<file path="config.mk">
export PLATFORM = sky130hd
export DESIGN_NAME = adll_ctrl
export DESIGN_NICKNAME = d
export VERILOG_FILES = /design/src/adll_pkg.sv /design/src/adll_ctrl.sv
export SDC_FILE = /design/constraint.sdc
export NUM_CORES = 1
export LEC_CHECK = 0
export BUFFER_PORTS_ARGS = -buffer_cell sky130_fd_sc_hd__buf_2
export CORE_AREA = 2 2 142 144
export CTS_CLUSTER_SIZE = 40
export DETAILED_ROUTE_END_ITERATION = 8
export DIE_AREA = 0 0 144 146
export GPL_ROUTABILITY_DRIVEN = 1
export PLACE_DENSITY = 0.76
export SETUP_SLACK_MARGIN = 0.1
export SLEW_MARGIN = 20
export SYNTH_ARGS = -nofsm -noshare
export SYNTH_HDL_FRONTEND = slang
export SYNTH_SLANG_ARGS = --single-unit
</file>
<file path="constraint.sdc">
create_clock -name clk -period 4.04 [get_ports clk]
set_input_delay 1.212 -clock clk [delete_from_list [all_inputs] [get_ports clk]]
set_output_delay 1.212 -clock clk [all_outputs]
set_load 0.01 [all_outputs]
</file>
<file path="src/adll_pkg.sv">
package adll_pkg;

  localparam int MAX_NODES = 1022;
  localparam int VAL_W     = 32;
  localparam int SLOT_W    = 10;
  localparam int ACT_W     = 3;
  localparam int STAT_W    = 2;

  localparam logic [SLOT_W-1:0] HEAD_SLOT = SLOT_W'(0);
  localparam logic [SLOT_W-1:0] TAIL_SLOT = SLOT_W'(1);

  localparam logic [ACT_W-1:0] ACT_PUSH_FRONT = 3'd0;
  localparam logic [ACT_W-1:0] ACT_PUSH_BACK  = 3'd1;
  localparam logic [ACT_W-1:0] ACT_INS_RIGHT  = 3'd2;
  localparam logic [ACT_W-1:0] ACT_INS_LEFT   = 3'd3;
  localparam logic [ACT_W-1:0] ACT_REMOVE     = 3'd4;
  localparam logic [ACT_W-1:0] ACT_READ       = 3'd5;

  localparam logic [STAT_W-1:0] ST_OK   = 2'd0;
  localparam logic [STAT_W-1:0] ST_FULL = 2'd1;
  localparam logic [STAT_W-1:0] ST_BAD  = 2'd2;

  typedef struct packed {
    logic              we;
    logic [SLOT_W-1:0] waddr;
    logic [SLOT_W-1:0] wdata;
    logic [SLOT_W-1:0] raddr;
  } link_req_t;

  typedef struct packed {
    logic              we;
    logic [SLOT_W-1:0] waddr;
    logic [VAL_W-1:0]  wdata;
    logic [SLOT_W-1:0] raddr;
  } val_req_t;

endpackage

</file>
<file path="src/adll_ctrl.sv">
module adll_ctrl (
  input  logic                           clk,
  input  logic                           rst_n,
  input  logic                           in_valid,
  output logic                           in_ready,
  input  logic [adll_pkg::ACT_W-1:0]     in_action,
  input  logic [adll_pkg::SLOT_W-1:0]    in_node,
  input  logic signed [adll_pkg::VAL_W-1:0] in_item_value,
  output logic                           out_valid,
  input  logic                           out_ready,
  output logic [adll_pkg::STAT_W-1:0]    out_status,
  output logic [adll_pkg::SLOT_W-1:0]    out_new_node,
  output logic [adll_pkg::SLOT_W-1:0]    out_follower_node,
  output logic signed [adll_pkg::VAL_W-1:0] out_follower_value,
  output logic                           out_at_end,
  output adll_pkg::link_req_t            nx_req,
  input  logic [adll_pkg::SLOT_W-1:0]    nx_rdata,
  output adll_pkg::link_req_t            pv_req,
  input  logic [adll_pkg::SLOT_W-1:0]    pv_rdata,
  output adll_pkg::val_req_t             vl_req,
  input  logic [adll_pkg::VAL_W-1:0]     vl_rdata
);

  localparam int SLOT_W = adll_pkg::SLOT_W;
  localparam int VAL_W  = adll_pkg::VAL_W;

  localparam logic [2:0] S_IDLE = 3'd0;
  localparam logic [2:0] S_RD1  = 3'd1;
  localparam logic [2:0] S_RD2  = 3'd2;
  localparam logic [2:0] S_WR1  = 3'd3;
  localparam logic [2:0] S_WR2  = 3'd4;
  localparam logic [2:0] S_DONE = 3'd5;

  logic [2:0]                    state_r, state_nxt;
  logic [adll_pkg::ACT_W-1:0]    act_r;
  logic [SLOT_W-1:0]             slot_r;
  logic [VAL_W-1:0]              val_r;
  logic                          go_r;
  logic [adll_pkg::STAT_W-1:0]   status_r;
  logic [SLOT_W-1:0]             a_r, succ_r, f_r, new_r;
  logic [VAL_W-1:0]              fval_r;
  logic [SLOT_W-1:0]             ng_r;
  logic                          nx0_set_r, pv1_set_r;
  logic                          nx_hit_r, pv_hit_r;

  logic                          out_valid_r;
  logic [adll_pkg::STAT_W-1:0]   out_status_r;
  logic [SLOT_W-1:0]             out_new_r, out_fnode_r;
  logic [VAL_W-1:0]              out_fval_r;
  logic                          out_end_r;

  logic                          accept;
  logic                          node_ok, full;
  logic [adll_pkg::STAT_W-1:0]   status_in;
  logic                          known_act;
  logic [SLOT_W-1:0]             next_rd, prev_rd, fresh_slot;
  logic                          is_rd, out_free;

  assign accept     = in_valid && in_ready;
  assign in_ready   = (state_r == S_IDLE);
  assign out_free   = !out_valid_r || out_ready;
  assign fresh_slot = ng_r + SLOT_W'(2);

  // slot 0 next and slot 1 prev read their reset links until first written
  assign next_rd = nx_hit_r ? adll_pkg::TAIL_SLOT : nx_rdata;
  assign prev_rd = pv_hit_r ? adll_pkg::HEAD_SLOT : pv_rdata;

  assign node_ok   = (in_node != SLOT_W'(0)) && (in_node <= ng_r);
  assign full      = (ng_r >= SLOT_W'(adll_pkg::MAX_NODES));
  assign known_act = (in_action <= adll_pkg::ACT_READ);

  always_comb begin
    status_in = adll_pkg::ST_OK;
    unique case (in_action)
      adll_pkg::ACT_PUSH_FRONT, adll_pkg::ACT_PUSH_BACK: begin
        if (full) status_in = adll_pkg::ST_FULL;
      end
      adll_pkg::ACT_INS_RIGHT, adll_pkg::ACT_INS_LEFT: begin
        if (!node_ok) status_in = adll_pkg::ST_BAD;
        else if (full) status_in = adll_pkg::ST_FULL;
      end
      adll_pkg::ACT_REMOVE: begin
        if (!node_ok) status_in = adll_pkg::ST_BAD;
      end
      adll_pkg::ACT_READ: begin
        if (in_node > ng_r) status_in = adll_pkg::ST_BAD;
      end
      default: status_in = adll_pkg::ST_OK;
    endcase
  end

  // memory ports
  always_comb begin
    nx_req = '0;
    pv_req = '0;
    vl_req = '0;
    unique case (state_r)
      S_IDLE: begin
        if ((in_action == adll_pkg::ACT_PUSH_FRONT) ||
            ((in_action == adll_pkg::ACT_READ) && (in_node == SLOT_W'(0)))) begin
          nx_req.raddr = adll_pkg::HEAD_SLOT;
        end else begin
          nx_req.raddr = in_node + SLOT_W'(1);
        end
        if (in_action == adll_pkg::ACT_PUSH_BACK) begin
          pv_req.raddr = adll_pkg::TAIL_SLOT;
        end else begin
          pv_req.raddr = in_node + SLOT_W'(1);
        end
      end
      S_RD1: begin
        nx_req.raddr = prev_rd;
        vl_req.raddr = next_rd;
        if (go_r && (act_r == adll_pkg::ACT_REMOVE)) begin
          nx_req.we    = 1'b1;
          nx_req.waddr = prev_rd;
          nx_req.wdata = next_rd;
          pv_req.we    = 1'b1;
          pv_req.waddr = next_rd;
          pv_req.wdata = prev_rd;
        end
      end
      S_WR1: begin
        nx_req.we    = 1'b1;
        nx_req.waddr = fresh_slot;
        nx_req.wdata = succ_r;
        pv_req.we    = 1'b1;
        pv_req.waddr = fresh_slot;
        pv_req.wdata = a_r;
        vl_req.we    = 1'b1;
        vl_req.waddr = fresh_slot;
        vl_req.wdata = val_r;
      end
      S_WR2: begin
        nx_req.we    = 1'b1;
        nx_req.waddr = a_r;
        nx_req.wdata = fresh_slot;
        pv_req.we    = 1'b1;
        pv_req.waddr = succ_r;
        pv_req.wdata = fresh_slot;
      end
      default: begin
        nx_req = '0;
      end
    endcase
  end

  always_comb begin
    state_nxt = state_r;
    unique case (state_r)
      S_IDLE: begin
        if (accept) state_nxt = S_RD1;
      end
      S_RD1: begin
        if (!go_r) begin
          state_nxt = S_DONE;
        end else begin
          unique case (act_r)
            adll_pkg::ACT_PUSH_FRONT, adll_pkg::ACT_INS_RIGHT: state_nxt = S_WR1;
            adll_pkg::ACT_PUSH_BACK, adll_pkg::ACT_INS_LEFT:   state_nxt = S_RD2;
            adll_pkg::ACT_READ:                                state_nxt = S_RD2;
            default:                                           state_nxt = S_DONE;
          endcase
        end
      end
      S_RD2: begin
        state_nxt = (act_r == adll_pkg::ACT_READ) ? S_DONE : S_WR1;
      end
      S_WR1: state_nxt = S_WR2;
      S_WR2: state_nxt = S_DONE;
      S_DONE: begin
        if (out_free) state_nxt = S_IDLE;
      end
      default: state_nxt = S_IDLE;
    endcase
  end

  always_ff @(posedge clk) begin
    if (!rst_n) begin
      state_r   <= S_IDLE;
      ng_r      <= '0;
      nx0_set_r <= 1'b0;
      pv1_set_r <= 1'b0;
      nx_hit_r  <= 1'b0;
      pv_hit_r  <= 1'b0;
    end else begin
      state_r  <= state_nxt;
      nx_hit_r <= (nx_req.raddr == adll_pkg::HEAD_SLOT) && !nx0_set_r;
      pv_hit_r <= (pv_req.raddr == adll_pkg::TAIL_SLOT) && !pv1_set_r;
      if (nx_req.we && (nx_req.waddr == adll_pkg::HEAD_SLOT)) nx0_set_r <= 1'b1;
      if (pv_req.we && (pv_req.waddr == adll_pkg::TAIL_SLOT)) pv1_set_r <= 1'b1;
      if (state_r == S_WR2) ng_r <= ng_r + SLOT_W'(1);
    end
  end

  // per-transaction working registers
  always_ff @(posedge clk) begin
    if (accept) begin
      act_r    <= in_action;
      val_r    <= in_item_value;
      status_r <= status_in;
      go_r     <= known_act && (status_in == adll_pkg::ST_OK);
      slot_r   <= (in_action == adll_pkg::ACT_PUSH_FRONT) ? adll_pkg::HEAD_SLOT
                                                          : in_node + SLOT_W'(1);
      new_r    <= '0;
    end
    if (state_r == S_RD1) begin
      a_r    <= (act_r == adll_pkg::ACT_PUSH_BACK || act_r == adll_pkg::ACT_INS_LEFT)
                ? prev_rd : slot_r;
      succ_r <= next_rd;
      f_r    <= next_rd;
    end
    if (state_r == S_RD2) begin
      succ_r <= next_rd;
      fval_r <= vl_rdata;
    end
    if (state_r == S_WR2) begin
      new_r <= ng_r + SLOT_W'(1);
    end
  end

  assign is_rd = go_r && (act_r == adll_pkg::ACT_READ);

  always_ff @(posedge clk) begin
    if (!rst_n) begin
      out_valid_r <= 1'b0;
    end else if ((state_r == S_DONE) && out_free) begin
      out_valid_r <= 1'b1;
    end else if (out_ready) begin
      out_valid_r <= 1'b0;
    end
  end

  always_ff @(posedge clk) begin
    if ((state_r == S_DONE) && out_free) begin
      out_status_r <= status_r;
      out_new_r    <= new_r;
      out_end_r    <= is_rd && (f_r == adll_pkg::TAIL_SLOT);
      if (is_rd && (f_r >= SLOT_W'(2))) begin
        out_fnode_r <= f_r - SLOT_W'(1);
        out_fval_r  <= fval_r;
      end else begin
        out_fnode_r <= '0;
        out_fval_r  <= '0;
      end
    end
  end

  assign out_valid          = out_valid_r;
  assign out_status         = out_status_r;
  assign out_new_node       = out_new_r;
  assign out_follower_node  = out_fnode_r;
  assign out_follower_value = out_fval_r;
  assign out_at_end         = out_end_r;

endmodule

</file>
# Word level (Yosys, flattened, before mapping)
# Index checks and enable logic that the tools add are counted.
# totals
register_bits	193
inputBits	101
output_inout_bits	172
elab_cells	116
# op_classes
addsub	4
order_cmp	5
eq_ne	20
muxes	30
n_reduce_logical	35
# ops
op	n
21-bit one-hot mux with 3 select lines	2
10-bit two-way mux	11
43-bit two-way mux	1
21-bit two-way mux	2
10-bit by 1-bit == test with 1-bit output, second input constant	3
10-bit logical NOT	3
10-bit by 1-bit adder with 10-bit output, second input constant	2
10-bit one-hot mux with 2 select lines	1
3-bit by 2-bit == test with 1-bit output, second input constant	6
3-bit == test, second input constant	6
3-bit one-hot mux with 6 select lines	1
1-bit logical AND	13
3-bit two-way mux	4
10-bit by 2-bit adder with 10-bit output, second input constant	1
10-bit greater-or-equal comparator, second input constant	1
10-bit by 2-bit greater-or-equal comparator with 1-bit output, second input constant	1
10-bit > comparator	1
10-bit less-or-equal comparator	1
10-bit nonzero test	1
10-bit by 1-bit subtractor with 10-bit output, second input constant	1
3-bit by 1-bit == test with 1-bit output, second input constant	3
3-bit logical NOT	3
2-bit one-hot mux with 4 select lines	1
2-bit two-way mux	3
12 further kinds	22

# Logic depth before layout (Yosys ltp)
# Gate-level depths: netlist of the first run.
# logic_depth
word_depth	7
ltp_mapped	9
depth_no_buf	8

# Least setup slack after synthesis of the first run
# OpenSTA, ideal clock, no wires.
# synth_timing
kind	input port to flip-flop
startpoint	input port out_ready
endpoint	register out_end_r, in the netlist out_at_end (enable)
setup_ns	0.474
arrival_time_ns	3.802
required_ns	3.566
slack_ns	-0.236
stages	2
n_path_buf	0
cell_sequence	nand2b_1 > nor2b_1
# synth_via
elab_chain_len	2
# synth_lines
element	line	rtl
from (decl)	adll_ctrl.sv:10	input logic out_ready,
1-bit logical OR	adll_ctrl.sv:61	assign out_free = !out_valid_r || out_ready;
1-bit logical AND	adll_ctrl.sv:235	if ((state_r == S_DONE) && out_free) begin
to (signal assigned)	adll_ctrl.sv:238	out_end_r <= is_rd && (f_r == adll_pkg::TAIL_SLOT);
to (decl)	adll_ctrl.sv:50	logic out_end_r;
# No other way between the ends.
# A chain may end at the register's enable or synchronous reset.

==> results of run 1 <==
worst max-delay path, stage by stage:
cell and delay [ns]:
buf_12 0.11, inv_12 0.04, ha_4 0.11, or4b_4 0.47
nor4_4 0.24, nand3_2 0.15, a21oi_4 0.19, or2b_4 0.21
o22ai_2 0.07, buf_2 0.16
stage by stage:
step	total power (uW)	instance area (sq um)	worst slack, ns	setup TNS (ns)
6_report	5050	11500	-0.119	-1.09
4_1_cts	5070	11500	-0.101	-0.904
3_5_place_dp	3290	10800	-0.324	-3.13
5_1_grt	5240	11500	-0.198	-1.82
2_1_floorplan	2940	9030	-0.0169	-0.126
3_3_place_gp	3270	10800	-0.322	-3.07
registers in the layout, indices dropped and copies added (netlist names), 2 cells and up:
name	cells
f_r	10
a_r	10
out_follower_node	10
slot_r	10
out_new_node	10
out_status	2
state_r	3
fval_r	32
out_follower_value	32
succ_r	10
status_r	2
val_r	32
ng_r	10
new_r	10
act_r	3
area by class of cell:
cell class / count / area (sq um) / share of cell area
Antenna cell: 2 / 5.00 / 0.000434
Clock buffer: 17 / 425 / 0.0369
Clock inverter: 15 / 233 / 0.0202
Inverter: 19 / 98.8 / 0.00858
Multi-Input combinational cell: 485 / 3190 / 0.277
Sequential cell: 193 / 5620 / 0.487
Tap cell: 265 / 332 / 0.0288
Timing Repair Buffer: 302 / 1620 / 0.141
logic make-up after synthesis:
group                    Yosys count  share of synthesized area
adder cells (fa/ha/maj)           18                     0.0251
XOR/XNOR                          29                     0.0283
buffers and inverters             55                     0.0266
AO/OA/AOI/OAI                    128                      0.102
multiplexers                       3                    0.00349
flip-flops                       193                      0.626
AND/OR/NAND/NOR                  306                      0.189
power by group through the flow:
stage	sequential, uW	clock (uW)	combinational, uW
6_report	2480	1780	790
3_3_place_gp	2510	0	754
2_1_floorplan	2500	0	441
3_5_place_dp	2520	0	767
5_1_grt	2500	1890	853
4_1_cts	2480	1820	780
how the worst min path moves through the flow:
stage	startpoint	slack, ns	end	cells past startpoint
after CTS	new_r[5]$_SDFFCE_PP0P_	0.42	out_new_node[5]$_DFFE_PP_	0
after floorplan	new_r[0]$_SDFFCE_PP0P_	0.40	out_new_node[0]$_DFFE_PP_	0
final	new_r[7]$_SDFFCE_PP0P_	0.42	out_new_node[7]$_DFFE_PP_	0
after global routing	status_r[0]$_DFFE_PP_	0.43	out_status[0]$_DFFE_PP_	0
after global placement	new_r[6]$_SDFFCE_PP0P_	0.40	out_new_node[6]$_DFFE_PP_	0
after detailed placement	new_r[5]$_SDFFCE_PP0P_	0.40	out_new_node[5]$_DFFE_PP_	0
layer usage:
metal / vias to the layer above / share of wire
li1: 3264 / -
met1: 3305 / 0.39
met2: 361 / 0.49
met5: - / 0
met3: 49 / 0.095
met4: 0 / 0.026
what timing repair did:
item	CTS	global route
pin swaps	11	1
setup endpoints to repair	10	50
resized for setup	7	7
buffers inserted	1	2
hold endpoints to repair	0	0
gates cloned	1	0
cells in the final DEF (no fill, tap or decap), types with 8 or more instances in the layout:
master,Yosys,final
buf_2,10,269
edfxtp_1,175,175
and2_1,73,72
nor2_1,65,65
nand2_1,40,40
buf_4,1,30
a21oi_1,29,28
o21ai_0,23,23
xnor2_1,23,23
a221o_1,19,19
nand3_1,17,17
nor2b_1,18,17
ha_1,18,17
clkbuf_16,0,17
dfxtp_1,18,17
nand2b_1,16,16
inv_1,17,15
and3_1,16,15
o21ai_1,13,13
or3_1,12,12
nor3_1,9,9
o22ai_2,8,8
==> impl_metrics.csv, run 1 <==
group,metric,value,unit
floorplanning,io_pins,273,
cts,cts_tree,"yes",
global_route,grt_pass1_vias,6510,
yosys,async_flop_share,0,
timing,finalWorstSetupSlack,-0.119,ns
yosys,ys_seq_elements,193,
cts,ctsRootBufferMaster,"clkbuf_16",
detailed_routing,drcViolationCount,0,
timing,max_slew_margin,0.408,
timing,min_period,4.16,ns
global_route,grt_util_met1,0.307,
timing,setup_viol,10,
yosys,synth_top_area_frac,0.586,
yosys,ys.flop_type,"edfxtp_1",
floorplanning,core.rowCount,51,
detailed_routing,first_iter_violations,510,
setup_path,crit_end,"nx_req[9]",
cts,htreeDepth,4,
setup_path,regToRegSetupSlack,1.45,ns
finish,n_fill_cell,1564,
yosys,synthesis.nets,851,
global_route,grt.busiest_layer,"met2",
yosys,yosys_warnings,0,
yosys,ys_top_cells_by_count,"175 x edfxtp_1, 73 x and2_1, 65 x nor2_1, 40 x nand2_1, 29 x a21oi_1",
placed_design,hpwlAfterDp,18.7,mm
placed_design,gpl.final_weighted_congestion,0.888,
setup_path,startpoint_type,"input port",
power,peakVddDrop,391,uV
global_route,grt_usage,0.232,
power,p_int,3580,uW
setup_path,worstSetupEndpointType,"output pin",
cts,cts_buffer_depth,2,
finish,fin_cells,1298,
floorplanning,coreArea,19300,sq um
min_path,hp-class,"reg -> reg",
power,combPwrFrac,0.156,
finish,area_growth,28.4,%
power,power_frac_clock,0.353,
cts,cts-buffers-inserted,17,
setup_path,worstPathRequired,2.83,ns
timing,tightest_slew,0.879,ns
power,seqPwrFrac,0.491,
yosys,synth-seq-area-share,0.626,
timing,rsz0062_at_grt,"yes",
setup_path,startpoint,"in_node[1]",
global_route,overflow,0,
run_status,status,"finished with violations",
cts,clkLatencyLatePin,0.44,ns
power,power_leakage,0.00474,uW
detailed_routing,antenna_left,0,
timing,fin_skew,0.0144,ns
floorplanning,dieArea,21000,sq um
floorplanning,start_util,0.464,
detailed_routing,avgViaCountPerCell,5.38,
global_route,met2_usage,0.373,
finish,drive_gt1_frac,0.355,
timing,hold_viol,0,
yosys,synthCells,732,
cts,clk_pin_slew,0.08,ns
yosys,synth-edff-count,175,
yosys,postSynthAreaPerCell,12.3,sq um
finish,layout.nets,1137,
yosys,yosys.area.top_type,"edfxtp_1",
power,swShare,0.292,
power,power_density,438,nW/um^2
yosys,synthTopCellsByArea,"edfxtp_1 59%, and2_1 5.1%, dfxtp_1 4.0%",
global_route,use_met3,0.0550,
detailed_routing,routed_wirelength,24.6,mm
cts,ctsHoldBuffers,0,
global_route,grt_pass1_wl,36.6,mm
yosys,syn-cell-area,8970,sq um
detailed_routing,via_count,6979,
finish,utilization,0.596,
yosys,ys_types,61,
placed_design,dpl.cell_count,1260,
setup_path,crit_fanout,5,
setup_path,ff2ff_path_depth,8,
setup_path,path_class,"in -> out",
timing,clock.fmax,240,MHz
run,cap_viol_max_count,0,
detailed_routing,drt-pass1-iter-count,8,
global_route,grt_max_degree,54,
timing,fin_crit_sh,1.03,
timing,drv_slew,0,
floorplanning,dieHeight,146,um
timing,hold_ws,0.418,ns
setup_path,rr_endpoint,"status_r[1]$_DFFE_PP_",
cts,cts.sink_count,193,
power,switchingPower,1480,uW
run_status,violations,"negative setup slack",
setup_path,crit_arrival,2.95,ns
placed_design,port_buffers,272,
floorplanning,die_x,144,um
detailed_routing,routedWlPerCell,19.0,um
setup_path,rr_startpoint,"ng_r[4]$_SDFFE_PN0N_",
global_route,antenna_found_initial,2,
yosys,synth.most_common_cell,"edfxtp_1",
Note: power is estimated with default switching activity, not from simulation.
==> inputs of run 2 (changes only) <==
Clock period 4.04 ns to 3.6 ns, I/O delays scaled along.
==> run 2 against run 1 <==
The flow still finishes with violations (negative setup slack). Via count is 0.86% higher. Routed wire length is 0.93% higher. First-iteration DRC count is 17% higher. Utilization is 1.2 points higher. Final area is 2.0% higher. Flip-flop and latch count stayed put. Hold slack better by 0.0027 ns. Die area stayed put. Clock skew is 0.0016 ns lower. Cell count is 1.5% higher. Worst setup slack worse by 0.14 ns.
==> impl_metrics.csv, run 2 (synthesis gave the netlist of run 1 again) <==
group,metric,value,unit
run_status,status,"finished with violations",
run_status,violations,"negative setup slack",
run,cap_viol_max_count,0,
timing,rsz0062_at_grt,"yes",
setup_path,crit_fanout,6,
cts,ctsHoldBuffers,0,
timing,setup_viol,10,
cts,ctsRootBufferMaster,"clkbuf_16",
cts,cts_buffer_depth,2,
setup_path,startpoint_type,"input port",
detailed_routing,routed_wirelength,24.9,mm
setup_path,crit_arrival,2.77,ns
setup_path,worstPathRequired,2.52,ns
power,power,5710,uW
global_route,grt_pass1_wl,37.3,mm
setup_path,path_class,"in -> out",
detailed_routing,antenna_left,0,
timing,finalWorstSetupSlack,-0.255,ns
global_route,antenna_found_initial,2,
timing,fin_crit_sh,1.07,
floorplanning,dieArea,21000,sq um
min_path,hp-class,"reg -> reg",
timing,fin_skew,0.0128,ns
detailed_routing,first_iter_violations,598,
floorplanning,io_pins,273,
detailed_routing,routedWlPerCell,18.9,um
cts,cts-buffers-inserted,17,
timing,tightest_slew,0.856,ns
placed_design,gpl.final_weighted_congestion,0.879,
cts,htreeDepth,4,
detailed_routing,avgViaCountPerCell,5.34,
timing,hold_viol,0,
timing,min_period,3.85,ns
detailed_routing,drt-pass1-iter-count,5,
placed_design,pre_cts_ws,-0.490,ns
floorplanning,dieHeight,146,um
cts,clkLatencyLatePin,0.44,ns
placed_design,hpwlAfterDp,18.6,mm
cts,cts.sink_count,193,
setup_path,regToRegSetupSlack,1.06,ns
floorplanning,start_util,0.464,
global_route,grt.busiest_layer,"met2",
finish,layout.nets,1157,
cts,cts_tree,"yes",
floorplanning,core.rowCount,51,
finish,area_growth,31.0,%
global_route,met2_usage,0.382,
placed_design,port_buffers,272,
finish,final_cell_mix,"269 x buf_2, 175 x edfxtp_1, 72 x and2_1",
floorplanning,coreArea,19300,sq um
power,power_density,485,nW/um^2
finish,drive_gt1_frac,0.375,
detailed_routing,via_count,7039,
timing,drv_slew,0,
power,power_leakage,0.00486,uW
global_route,grt_pass1_vias,6759,
global_route,grt_util_met1,0.307,
global_route,use_met3,0.0625,
power,peakVddDrop,323,uV
global_route,overflow,0,
timing,clock.fmax,259,MHz
global_route,grt_max_degree,54,
floorplanning,die_x,144,um
cts,clk_pin_slew,0.08,ns
timing,max_slew_margin,0.424,
global_route,grt_usage,0.237,
setup_path,worstSetupEndpointType,"output pin",
detailed_routing,drcViolationCount,0,
finish,layout_commonest_cell,"buf_2",
## run 2: critical path: stages
cell and delay, ns:
buf_12 0.11, inv_12 0.04, ha_4 0.10, or4b_4 0.46, nor4_4 0.21, nand3_2 0.13
a21oi_4 0.18, or2b_4 0.21, o22ai_2 0.08, buf_2 0.16
## run 2: layout make-up
type                            count  area, sq um
Timing Repair Buffer              322         1770
Multi-Input combinational cell    485         3280
Fill cell                        1568         7580
Tap cell                          265          332
Sequential cell                   193         5620
Inverter                           19         96.3
Antenna cell                        2         5.00
Clock buffer                       17          425
Clock inverter                     15          233
## run 2: stage by stage
stage	cells	TNS [ns]	util	hold slack, ns	area [sq um]
3_3_place_gp	1268	-4.42	0.561	0.405	10800
5_1_grt	1318	-3.11	0.608	0.428	11800
3_5_place_dp	1268	-4.72	0.561	0.406	10800
2_1_floorplan	732	-1.88	-	0.400	9030
4_1_cts	1317	-2.36	0.604	0.423	11700
6_report	1318	-2.30	0.608	0.421	11800
## run 2: layer usage
metal,vias to the layer above,part of all wire
met1,3302,0.39
li1,3311,-
met4,0,0.030
met2,380,0.48
met5,-,0
met3,46,0.098
## run 2: worst paths after layout
path         cells after the start                   start                         to
max                             10              in_node[1]                  nx_req[0]
min                              0  new_r[1]$_SDFFCE_PP0P_  out_new_node[1]$_DFFE_PP_
max reg2reg                      8    ng_r[4]$_SDFFE_PN0N_             go_r$_DFFE_PP_
min reg2reg                      0  new_r[1]$_SDFFCE_PP0P_  out_new_node[1]$_DFFE_PP_
## run 2: timing repair
action | CTS | global route
pin swaps | 13 | 2
resized for setup | 12 | 12
cloned | 1 | 0
buffers inserted | 16 | 4
endpoints found under the setup margin | 30 | 87
## run 2: power by group
| group | leakage [uW] | switching, uW | total, uW | internal [uW] |
|---|---|---|---|---|
| combinational | 0.00279 | 545 | 898 | 353 |
| clock | 0.000316 | 1030 | 2020 | 991 |
| sequential | 0.00176 | 103 | 2790 | 2680 |
| total | 0.00486 | 1680 | 5710 | 4030 |
==> inputs of run 3 (changes only) <==
Settings changed: CORE_AREA 2 2 142 144 to 2 2 137 139, DIE_AREA 0 0 144 146 to 0 0 139 141, PLACE_DENSITY 0.76 to 0.77.
Clock period 3.6 ns to 4.3 ns, I/O delays scaled along.
==> run 3 against run 2 <==
The run still ends with negative setup slack left. Cell count is 4.1% lower. Flip-flop and latch count is the same. Via count decreased by 1.6%. Sequential share of layout area up 1.4 points. Non-clock buffer count shrank 22. Routed wire length shrank 2.2%. Sequential power shrank 16%. Global-route usage up 0.39 points. Die area is 6.8% lower. Count of clock-buffer cells in the layout did not move. Critical path type unchanged. Largest power group unchanged.
==> impl_metrics.csv, run 3 (synthesis gave the netlist of run 1 again) <==
group,metric,value,unit
run_status,status,"finished with violations",
run_status,violations,"negative setup slack",
setup_path,worstSetupEndpointType,"output pin",
placed_design,dpl.cell_count,1226,
global_route,antenna_found_initial,1,
detailed_routing,met3_wirelength,1.97,mm
finish,drive_gt1_frac,0.352,
power,peakVddDrop,292,uV
min_path,hp-class,"reg -> reg",
global_route,overflow,0,
cts,htreeDepth,4,
setup_path,critPathSlowestCell,"or4b_4",
timing,fin_crit_sh,1.01,
floorplanning,die_x,139,um
detailed_routing,avgViaCountPerCell,5.48,
timing,drv_slew,0,
setup_path,path_class,"in -> out",
finish,layout.nets,1135,
global_route,grt_pass1_vias,6469,
global_route,grt_usage,0.241,
placed_design,hpwlAfterDp,18.2,mm
detailed_routing,drcViolationCount,0,
run,cap_viol_max_count,0,
finish,utilization,0.625,
placed_design,port_buffers,272,
finish,final_cell_mix,"269 x buf_2, 175 x edfxtp_1, 72 x and2_1",
detailed_routing,via_count,6923,
cts,ctsHoldBuffers,0,
setup_path,crit_arrival,3.06,ns
cts,clkLatencyLatePin,0.44,ns
finish,layout_commonest_cell,"buf_2",
detailed_routing,routedWlPerCell,19.2,um
setup_path,worstPathRequired,3.01,ns
detailed_routing,routed_wirelength,24.3,mm
global_route,grt_max_degree,54,
floorplanning,start_util,0.491,
floorplanning,core.rowCount,50,
finish,fin_cells,1264,
setup_path,critPathTopFamily,"simple AND/OR/NAND/NOR gates",
detailed_routing,highest_layer,"met4",
timing,min_period,4.35,ns
floorplanning,io_pins,273,
timing,max_slew_margin,0.397,
timing,tightest_slew,0.896,ns
setup_path,critPathBufInv,3,
setup_path,path_cells,"buf_8 > inv_4 > ha_4 > or4b_4 > nor4_4 > nand3_2 > a21oi_4 > or2b_4 > o22ai_2 > buf_2",
placed_design,gpl.final_weighted_congestion,0.970,
global_route,grt_pass1_wl,36.6,mm
cts,ctsRootBufferMaster,"clkbuf_16",
timing,finalWorstSetupSlack,-0.0473,ns
setup_path,startpoint_type,"input port",
floorplanning,dieHeight,141,um
detailed_routing,drt-pass1-iter-count,5,
setup_path,crit_fanout,6,
timing,fin_skew,0.0141,ns
power,power_density,415,nW/um^2
cts,cts_buffer_depth,2,
cts,cts.sink_count,193,
floorplanning,dieArea,19600,sq um
detailed_routing,wl_met1,10.1,mm
power,power_leakage,0.00472,uW
cts,clk_pin_slew,0.08,ns
detailed_routing,antenna_left,0,
placed_design,pre_cts_ws,-0.258,ns
timing,hold_ws,0.424,ns
cts,cts-buffers-inserted,17,
floorplanning,coreArea,18300,sq um
finish,area_growth,27.3,%
timing,setup_viol,8,
timing,clock.fmax,230,MHz
cts,cts_tree,"yes",
detailed_routing,met2_wirelength,11.6,mm
timing,rsz0062_at_grt,"yes",
timing,hold_viol,0,
setup_path,cpPeakStageDelay,0.46,ns
detailed_routing,first_iter_violations,531,
run 3: final cells by class:
class	instances	area, sq um
clock inverters	15	220
well taps	234	293
repair buffers	300	1600
diodes	1	2.50
multi-input cells	485	3190
clock buffers	17	425
flip-flops and latches	193	5620
fillers	1484	6840
inverters	19	81.3
run 3: final timing paths:
kind | from | to | slack, ns | cells after the start
setup / recovery | in_node[1] | nx_req[6] | -0.05 | 10
hold / removal | new_r[9]$_SDFFCE_PP0P_ | out_new_node[9]$_DFFE_PP_ | 0.42 | 0
setup reg to reg | state_r[0]$_SDFFE_PN0P_ | nx0_set_r$_SDFFE_PN0P_ | 1.67 | 6
hold reg to reg | new_r[9]$_SDFFCE_PP0P_ | out_new_node[9]$_DFFE_PP_ | 0.42 | 0
run 3: stage by stage:
step	cell area, sq um	setup TNS [ns]	total power, uW
floorplan	9010	0	2760
global placement	10700	-2.16	3050
detailed placement	10700	-2.40	3080
CTS	11400	-0.329	4750
global route	11400	-0.924	4910
finish	11400	-0.268	4740
run 3: metal layers:
layer | up-vias | track usage
met3 | 38 | 0.0455
met4 | 0 | 0.0829
met2 | 362 | 0.384
met1 | 3264 | 0.336
met5 | - | 0
li1 | 3259 | -
run 3: where the power goes:
part / total, uW / internal, uW / switching [uW]
Clock: 1680 / 824 / 853
Sequential: 2330 / 2250 / 81.1
Combinational: 731 / 282 / 450
Total: 4740 / 3350 / 1380
run 3: repair_timing:
item,CTS,global route
gates resized for setup,5,2
buffers inserted,3,1
pin swaps,12,0
endpoints found under the setup margin,10,10
cloned,1,0
